--- config.mk ---
export PLATFORM = sky130hd
export DESIGN_NAME = utf8_validate_escape
export DESIGN_NICKNAME = d
export VERILOG_FILES = /design/src/rtl/u8ve_pkg.sv /design/src/rtl/u8ve_ctrl.sv /design/src/rtl/u8ve_datapath.sv /design/src/rtl/utf8_validate_escape.sv
export SDC_FILE = /design/constraint.sdc
export NUM_CORES = 1
export LEC_CHECK = 0
export BUFFER_PORTS_ARGS = -buffer_cell sky130_fd_sc_hd__buf_2
export CAP_MARGIN = 15
export CORE_MARGIN = 2
export CORE_UTILIZATION = 30
export CTS_BUF_LIST = sky130_fd_sc_hd__clkbuf_4
export DETAILED_ROUTE_END_ITERATION = 10
export PLACE_DENSITY_LB_ADDON = 0.15
export SLEW_MARGIN = 10
export SYNTH_ARGS = -nofsm -noshare
export SYNTH_HDL_FRONTEND = slang
export SYNTH_HIERARCHICAL = 1
export SYNTH_SLANG_ARGS = --single-unit
--- constraint.sdc ---
create_clock -name aclk -period 14.35 [get_ports aclk]
set_clock_uncertainty 0.15 [all_clocks]
set_input_delay 2.1525 -clock aclk [delete_from_list [all_inputs] [get_ports aclk]]
set_output_delay 2.1525 -clock aclk [all_outputs]
set_load 0.01 [all_outputs]
--- src/rtl/u8ve_pkg.sv ---
// shared types, constants and helper functions for the utf-8 validating escaper
package u8ve_pkg;

    localparam logic [7:0] CHAR_BACKSLASH = 8'h5C;
    localparam logic [7:0] CHAR_X         = 8'h78;
    localparam logic [7:0] ASCII_SPACE    = 8'h20;
    localparam logic [7:0] ASCII_DEL      = 8'h7F;
    localparam logic [7:0] CONT_MASK      = 8'hC0;
    localparam logic [7:0] CONT_TAG       = 8'h80;
    localparam logic [2:0] QUEUE_DEPTH    = 3'd4;

    typedef struct packed {
        logic [7:0] in_byte;
        logic       end_of_text;
    } in_t;

    typedef struct packed {
        logic [7:0] out_char;
        logic       last_of_run;
    } out_t;

    // controller -> datapath
    typedef struct packed {
        logic load;
        logic decide;
        logic emit;
    } cmd_t;

    // datapath -> controller
    typedef struct packed {
        logic stop;
        logic final_push;
    } status_t;

    function automatic logic [2:0] lead_length(input logic [7:0] b);
        logic [2:0] len;
        len = 3'd0;
        if (b >= 8'hC2 && b <= 8'hDF) len = 3'd2;
        else if (b >= 8'hE0 && b <= 8'hEF) len = 3'd3;
        else if (b >= 8'hF0 && b <= 8'hF4) len = 3'd4;
        return len;
    endfunction

    function automatic logic [7:0] hex_char(input logic [3:0] d);
        logic [7:0] c;
        if (d < 4'd10) c = 8'h30 + {4'd0, d};
        else c = 8'h37 + {4'd0, d};
        return c;
    endfunction

    function automatic logic is_cont(input logic [7:0] b);
        return (b & CONT_MASK) == CONT_TAG;
    endfunction

    // well-formedness of a complete multi-byte sequence starting at b0
    function automatic logic seq_ok(input logic [7:0] b0, input logic [7:0] b1,
                                    input logic [7:0] b2, input logic [7:0] b3,
                                    input logic [2:0] len);
        logic ok;
        ok = 1'b0;
        case (len)
            3'd2: ok = is_cont(b1);
            3'd3: begin
                ok = is_cont(b1) && is_cont(b2);
                // overlong below u+0800 and surrogate range
                if (b0 == 8'hE0 && b1 < 8'hA0) ok = 1'b0;
                if (b0 == 8'hED && b1 > 8'h9F) ok = 1'b0;
            end
            3'd4: begin
                ok = is_cont(b1) && is_cont(b2) && is_cont(b3);
                // overlong below u+10000 and above u+10ffff
                if (b0 == 8'hF0 && b1 < 8'h90) ok = 1'b0;
                if (b0 == 8'hF4 && b1 > 8'h8F) ok = 1'b0;
            end
            default: ok = 1'b0;
        endcase
        return ok;
    endfunction

endpackage

--- src/rtl/u8ve_ctrl.sv ---
// sequencer: accept a byte, judge the head of the queue, emit characters
module u8ve_ctrl (
    input  logic              aclk,
    input  logic              aresetn,
    input  logic              s_valid,
    output logic              s_ready,
    input  u8ve_pkg::status_t status,
    output u8ve_pkg::cmd_t    cmd
);

    localparam logic [1:0] ST_IDLE = 2'd0;
    localparam logic [1:0] ST_SCAN = 2'd1;
    localparam logic [1:0] ST_EMIT = 2'd2;

    logic [1:0] state_reg;
    logic [1:0] state_next;

    assign s_ready = (state_reg == ST_IDLE);

    always_comb begin
        state_next = state_reg;
        cmd = '0;
        case (state_reg)
            ST_IDLE: begin
                if (s_valid) begin
                    cmd.load = 1'b1;
                    state_next = ST_SCAN;
                end
            end
            ST_SCAN: begin
                if (status.stop) begin
                    state_next = ST_IDLE;
                end else begin
                    cmd.decide = 1'b1;
                    state_next = ST_EMIT;
                end
            end
            ST_EMIT: begin
                cmd.emit = 1'b1;
                if (status.final_push) state_next = ST_SCAN;
            end
            default: state_next = ST_IDLE;
        endcase
    end

    always_ff @(posedge aclk) begin
        if (!aresetn) begin
            state_reg <= ST_IDLE;
        end else begin
            state_reg <= state_next;
        end
    end

endmodule

--- src/rtl/u8ve_datapath.sv ---
// byte queue, sequence judgment and output register
module u8ve_datapath (
    input  logic              aclk,
    input  logic              aresetn,
    input  u8ve_pkg::cmd_t    cmd,
    input  u8ve_pkg::in_t     s_data,
    output u8ve_pkg::status_t status,
    output logic              m_valid,
    input  logic              m_ready,
    output u8ve_pkg::out_t    m_data
);

    logic [7:0] byte0_reg, byte1_reg, byte2_reg, byte3_reg;
    logic [7:0] byte0_next, byte1_next, byte2_next, byte3_next;
    logic [2:0] count_reg, count_next;
    logic       end_reg;
    logic       esc_reg;
    logic [2:0] take_reg;
    logic [1:0] idx_reg, idx_next;
    logic       more_reg;
    logic       out_valid_reg;
    u8ve_pkg::out_t out_reg;

    // head-of-queue judgment
    logic [2:0] head_len;
    logic       hold;
    logic       dec_esc;
    logic [2:0] dec_take;
    logic [2:0] rem;
    logic [7:0] front;
    logic [2:0] front_len;
    logic       dec_more;

    // emission
    logic       slot_free;
    logic       push;
    logic [1:0] final_idx;
    logic       at_final;
    logic [7:0] emit_char;

    always_comb begin
        head_len = u8ve_pkg::lead_length(byte0_reg);
        hold = 1'b0;
        dec_esc = 1'b1;
        dec_take = 3'd1;
        if (byte0_reg < u8ve_pkg::CONT_TAG) begin
            dec_esc = (byte0_reg < u8ve_pkg::ASCII_SPACE) || (byte0_reg == u8ve_pkg::ASCII_DEL);
        end else if (head_len == 3'd0) begin
            dec_esc = 1'b1;
        end else if (head_len > count_reg) begin
            hold = !end_reg;
        end else if (u8ve_pkg::seq_ok(byte0_reg, byte1_reg, byte2_reg, byte3_reg, head_len))
        begin
            dec_esc = 1'b0;
            dec_take = head_len;
        end
    end

    // does anything follow once this transaction's bytes are consumed
    always_comb begin
        rem = count_reg - dec_take;
        case (dec_take)
            3'd1:    front = byte1_reg;
            3'd2:    front = byte2_reg;
            3'd3:    front = byte3_reg;
            default: front = byte0_reg;
        endcase
        front_len = u8ve_pkg::lead_length(front);
        dec_more = (rem != 3'd0) && (end_reg || front_len == 3'd0 || front_len <= rem);
    end

    assign slot_free = !out_valid_reg || m_ready;
    assign push = cmd.emit && slot_free;
    assign final_idx = esc_reg ? 2'd3 : take_reg[1:0] - 2'd1;
    assign at_final = (idx_reg == final_idx);
    assign status = '{stop: (count_reg == 3'd0) || hold, final_push: push && at_final};

    always_comb begin
        if (esc_reg) begin
            case (idx_reg)
                2'd0:    emit_char = u8ve_pkg::CHAR_BACKSLASH;
                2'd1:    emit_char = u8ve_pkg::CHAR_X;
                2'd2:    emit_char = u8ve_pkg::hex_char(byte0_reg[7:4]);
                default: emit_char = u8ve_pkg::hex_char(byte0_reg[3:0]);
            endcase
        end else begin
            case (idx_reg)
                2'd0:    emit_char = byte0_reg;
                2'd1:    emit_char = byte1_reg;
                2'd2:    emit_char = byte2_reg;
                default: emit_char = byte3_reg;
            endcase
        end
    end

    always_comb begin
        byte0_next = byte0_reg;
        byte1_next = byte1_reg;
        byte2_next = byte2_reg;
        byte3_next = byte3_reg;
        count_next = count_reg;
        idx_next = idx_reg;
        if (cmd.load) begin
            case (count_reg[1:0])
                2'd0:    byte0_next = s_data.in_byte;
                2'd1:    byte1_next = s_data.in_byte;
                2'd2:    byte2_next = s_data.in_byte;
                default: byte3_next = s_data.in_byte;
            endcase
            count_next = count_reg + 3'd1;
        end
        if (cmd.decide) idx_next = 2'd0;
        if (push) begin
            idx_next = idx_reg + 2'd1;
            if (at_final) begin
                // drop the consumed bytes from the head of the queue
                case (take_reg)
                    3'd1: begin
                        byte0_next = byte1_reg;
                        byte1_next = byte2_reg;
                        byte2_next = byte3_reg;
                    end
                    3'd2: begin
                        byte0_next = byte2_reg;
                        byte1_next = byte3_reg;
                    end
                    3'd3:    byte0_next = byte3_reg;
                    default: byte0_next = byte0_reg;
                endcase
                count_next = count_reg - take_reg;
            end
        end
    end

    always_ff @(posedge aclk) begin
        byte0_reg <= byte0_next;
        byte1_reg <= byte1_next;
        byte2_reg <= byte2_next;
        byte3_reg <= byte3_next;
        idx_reg <= idx_next;
        if (cmd.load) end_reg <= s_data.end_of_text;
        if (cmd.decide) more_reg <= dec_more;
        if (push) begin
            out_reg.out_char <= emit_char;
            out_reg.last_of_run <= at_final && !more_reg;
        end
    end

    always_ff @(posedge aclk) begin
        if (!aresetn) begin
            count_reg <= 3'd0;
            out_valid_reg <= 1'b0;
            esc_reg <= 1'b0;
            take_reg <= 3'd1;
        end else begin
            count_reg <= count_next;
            if (push) out_valid_reg <= 1'b1;
            else if (m_ready) out_valid_reg <= 1'b0;
            if (cmd.decide) begin
                esc_reg <= dec_esc;
                take_reg <= dec_take;
            end
        end
    end

    assign m_valid = out_valid_reg;
    assign m_data = out_reg;

    a_count_bound: assert property (@(posedge aclk) disable iff (!aresetn)
        count_reg <= u8ve_pkg::QUEUE_DEPTH)
        else $error("byte queue over capacity");

    a_load_fills: assert property (@(posedge aclk) disable iff (!aresetn)
        cmd.load |=> count_reg != 3'd0)
        else $error("queue empty after a byte was loaded");

    a_take_nonzero: assert property (@(posedge aclk) disable iff (!aresetn)
        take_reg != 3'd0 && take_reg <= u8ve_pkg::QUEUE_DEPTH)
        else $error("consume length out of range");

    a_push_needs_slot: assert property (@(posedge aclk) disable iff (!aresetn)
        (out_valid_reg && !m_ready) |=> $stable(out_reg))
        else $error("output register overwritten while stalled");

endmodule

--- src/rtl/utf8_validate_escape.sv ---
// top level of the utf-8 validating escaper
//
//  channel   dir  handshake          payload
//  s_        in   s_valid/s_ready    u8ve_pkg::in_t  (in_byte, end_of_text)
//  m_        out  m_valid/m_ready    u8ve_pkg::out_t (out_char, last_of_run)
//
// an input byte is accepted only while the sequencer is idle, not while the
// queue head is judged or emitted; a printable byte yields one character, an
// escape four and a complete sequence its own bytes; the sequencer emits one
// character per cycle through a single output register while m_ready allows.
// reset (aresetn low, synchronous) empties the byte queue and the output
// register. a stall on m_ready freezes emission and holds s_ready low until
// the pending bytes are worked off.
module utf8_validate_escape (
    input  logic           aclk,
    input  logic           aresetn,
    input  logic           s_valid,
    output logic           s_ready,
    input  u8ve_pkg::in_t  s_data,
    output logic           m_valid,
    input  logic           m_ready,
    output u8ve_pkg::out_t m_data
);

    u8ve_pkg::cmd_t    cmd;
    u8ve_pkg::status_t status;

    u8ve_ctrl u_ctrl (
        .aclk    (aclk),
        .aresetn (aresetn),
        .s_valid (s_valid),
        .s_ready (s_ready),
        .status  (status),
        .cmd     (cmd)
    );

    u8ve_datapath u_datapath (
        .aclk    (aclk),
        .aresetn (aresetn),
        .cmd     (cmd),
        .s_data  (s_data),
        .status  (status),
        .m_valid (m_valid),
        .m_ready (m_ready),
        .m_data  (m_data)
    );

endmodule

==> impl_metrics.tcl <==
set metrics [dict create \
    drtPass1Iterations 8 \
    synth.top_cell.area_share_pct 20.8 \
    dieWidth_um 122 \
    p_per_area_nw_per_um2 145 \
    fmax_mhz 175 \
    final_area_um2 4500 \
    crit_path_frequent_cell "ha_1" \
    numPortBuffers 23 \
    htreeDepth 2 \
    synth_ff_type "edfxtp_1" \
    finalPower_mw 0.652 \
    arrival_ps 5770 \
    fin_crit_sh_pct 39.9 \
    core-area_um2 13800 \
    start_util_pct 30.4 \
    ys_seq_area_share_pct 33.3 \
    vias 3685 \
    vias_per_cell 5.64 \
    status "complete, no violations" \
    grt_pass1_vias 3553 \
    holdCritStartpoint "u_ctrl/state_reg[0]$_SDFFE_PN0P_" \
    antenna_left 0 \
    drt-total-wl_um 13500 \
    dp_hpwl_um 10100 \
    synth_area_per_cell_um2 9.04 \
    syn_area_um2 4180 \
    grt_max_degree 26 \
    drtIter0Drc 368 \
    avgRoutedWirePerCell_um 20.7 \
    hold_buffers 0 \
    ys_warn_count 6 \
    rsz0062_at_grt "no" \
    synth.distinct_cells 70 \
    antenna_found_initial 1 \
    drc 0 \
    worst_pin_slew_ps 824 \
    cts_setup_buffers 0 \
    grt_pass1_wl_um 21200 \
    cp-startpoint "u_datapath/byte0_reg[5]$_DFFE_PP_" \
    die_h_um 122 \
    clk_latency_ps 420 \
    drv_cap 0 \
    hold_violations 0 \
    period_needed_ps 5720 \
    largest_register_ff_count 9 \
    synth_fp_nets 508 \
    async_flop_share_pct 0 \
    fin_setup_tns_ps 0 \
    p_leak_nw 1.81 \
    area_growth_pct 7.60 \
    setup_viol 0 \
    post_route_cells_drive_above_1_share_pct 12.5 \
    critical-path-slowest-cell "edfxtp_1" \
    synth-edff-count 29 \
    place_area_um2 4440 \
    cts.sinks 55 \
    nNetsFinal 517 \
    rows 43 \
    place.gp.congestion 0.882 \
    yosys.area.top_type "edfxtp_1" \
    max-vdd-ir-drop_v 0.0000530 \
    ys_seq_elements 55 \
    synth_area_leaders "edfxtp_1 21%, dfxtp_1 12%, ha_1 9.0%" \
    grt_usage_pct 19.1 \
    crit_type "flip-flop to flip-flop" \
    die_area_um2 14900 \
    synthCells 463 \
    cts_resized 0 \
    slowest_delay_ps 620 \
    drv_slew 0 \
    startpoint_type "flip-flop" \
    timing.critical_path.cells "inv_1 -> ha_1 -> nand4_1 -> a221oi_2 -> nor2_1 -> inv_1 -> ha_1 -> a211oi_1 -> o221ai_2 -> a31o_2 -> or2b_1 -> ha_1 -> fa_1 -> xnor2_1 -> xnor2_1 -> ha_1 -> a31oi_1 -> o21ai_0 -> a211oi_1 -> nor2_1" \
    end_kind "flip-flop" \
    clk_pin_slew_ps 160 \
    cp.required_ps 14390 \
    ctsRootBufferMaster "clkbuf_4" \
    hold_class "flip-flop to flip-flop" \
    num_io_pins 24 \
    cp_max_fo 14 \
    numCtsBuffers 5 \
    max_slew_margin_pct 45.0 \
    clock_path_buffers 2 \
    r2r_start "u_datapath/byte0_reg[5]$_DFFE_PP_" \
    cts_tree "done" \
    grt-ovfl-total 0 \
]
critical path, delay by kind of cell (launching register included):
kind                     cells  cell delay (ps)
adder cells (fa/ha/maj)      5             1320
AND/OR/NAND/NOR              4              630
flip-flops                   1              620
buffers and inverters        2              440
AO/OA/AOI/OAI                7             1970
XOR/XNOR                     2              360
metrics by stage:
stage	utilization, %	std cells	worst slack, ps	hold slack, ps
detailed placement	32.2	644	8690	350
floorplan	-	463	9510	311
finish	32.7	653	8630	369
global route	32.7	653	8160	390
global placement	32.2	644	8890	341
CTS	32.6	651	8650	368
report_power, final:
part | switching, mW | internal [mW]
Combinational | 0.165 | 0.122
Sequential | 0.0835 | 0.207
Clock | 0.0522 | 0.0224
final cells by class:
| type | count | area [µm²] |
|---|---|---|
| Antenna cell | 1 | 2.50 |
| Clock buffer | 7 | 52.6 |
| Fill cell | 1497 | 9270 |
| Inverter | 25 | 93.8 |
| Multi-Input combinational cell | 358 | 2590 |
| Sequential cell | 55 | 1390 |
| Tap cell | 180 | 225 |
| Timing Repair Buffer | 27 | 145 |
path summary, 6_finish.rpt:
| check | slack (ps) | end | cells after the start |
|---|---|---|---|
| max | 8630 | u_datapath/more_reg$_DFFE_PP_ | 20 |
| min | 370 | u_ctrl/state_reg[0]$_SDFFE_PN0P_ | 1 |
| max reg2reg | 8630 | u_datapath/more_reg$_DFFE_PP_ | 20 |
| min reg2reg | 370 | u_ctrl/state_reg[0]$_SDFFE_PN0P_ | 1 |
placed cells by master (no fill, tap or decap), types with 3 or more instances in the layout:
| master | instances |
|---|---|
| nand2_1 | 43 |
| nor2_1 | 36 |
| o21ai_0 | 35 |
| ha_1 | 30 |
| edfxtp_1 | 29 |
| a21oi_1 | 28 |
| mux2i_1 | 26 |
| dfxtp_1 | 26 |
| inv_1 | 25 |
| buf_2 | 23 |
| a22oi_1 | 18 |
| nand3_1 | 11 |
| a222oi_1 | 11 |
| xnor2_1 | 8 |
| clkbuf_4 | 7 |
| nor2b_1 | 7 |
| nand2b_1 | 6 |
| and3_1 | 6 |
| a21o_1 | 6 |
| and2_1 | 5 |
| o21a_1 | 5 |
| nand4_1 | 5 |
| a211oi_1 | 5 |
| a31oi_1 | 5 |
| nor3b_1 | 4 |
| buf_4 | 4 |
| a211o_1 | 3 |
| nor3_1 | 3 |
| or2_2 | 3 |
cell families after synthesis:
logic type	count (synthesis)	share of synthesized area, %
flops	55	33.3
buf+inv	50	4.81
mux	29	7.30
xor+xnor	8	1.67
simple gates	147	18.5
fa+ha+maj	32	9.93
compound gates	142	24.5
metal layers:
metal  share of wire [%]  global-route usage [%]  up-vias  wire length [µm]
met3                 5.5                    3.18       25               743
met2                  45                    30.2      130              6120
met1                  46                    26.1     1786              6250
li1                    -                       -     1744                 -
met4                 2.9                    7.61        0               389
met5                   0                       0        -                 0
cells in the mapped netlist, types with 6 or more instances:
cell / count
nand2_1: 43
edfxtp_1: 29
ha_1: 30
xnor2_1: 8
and3_1: 6
inv_1: 25
nor2_1: 36
a222oi_1: 11
dfxtp_1: 26
mux2i_1: 26
a21oi_1: 28
o21ai_0: 35
clkbuf_1: 21
nor2b_1: 7
nand3_1: 11
nand2b_1: 6
a21o_1: 6
a22oi_1: 18
Note: power is estimated with default switching activity, not from simulation.
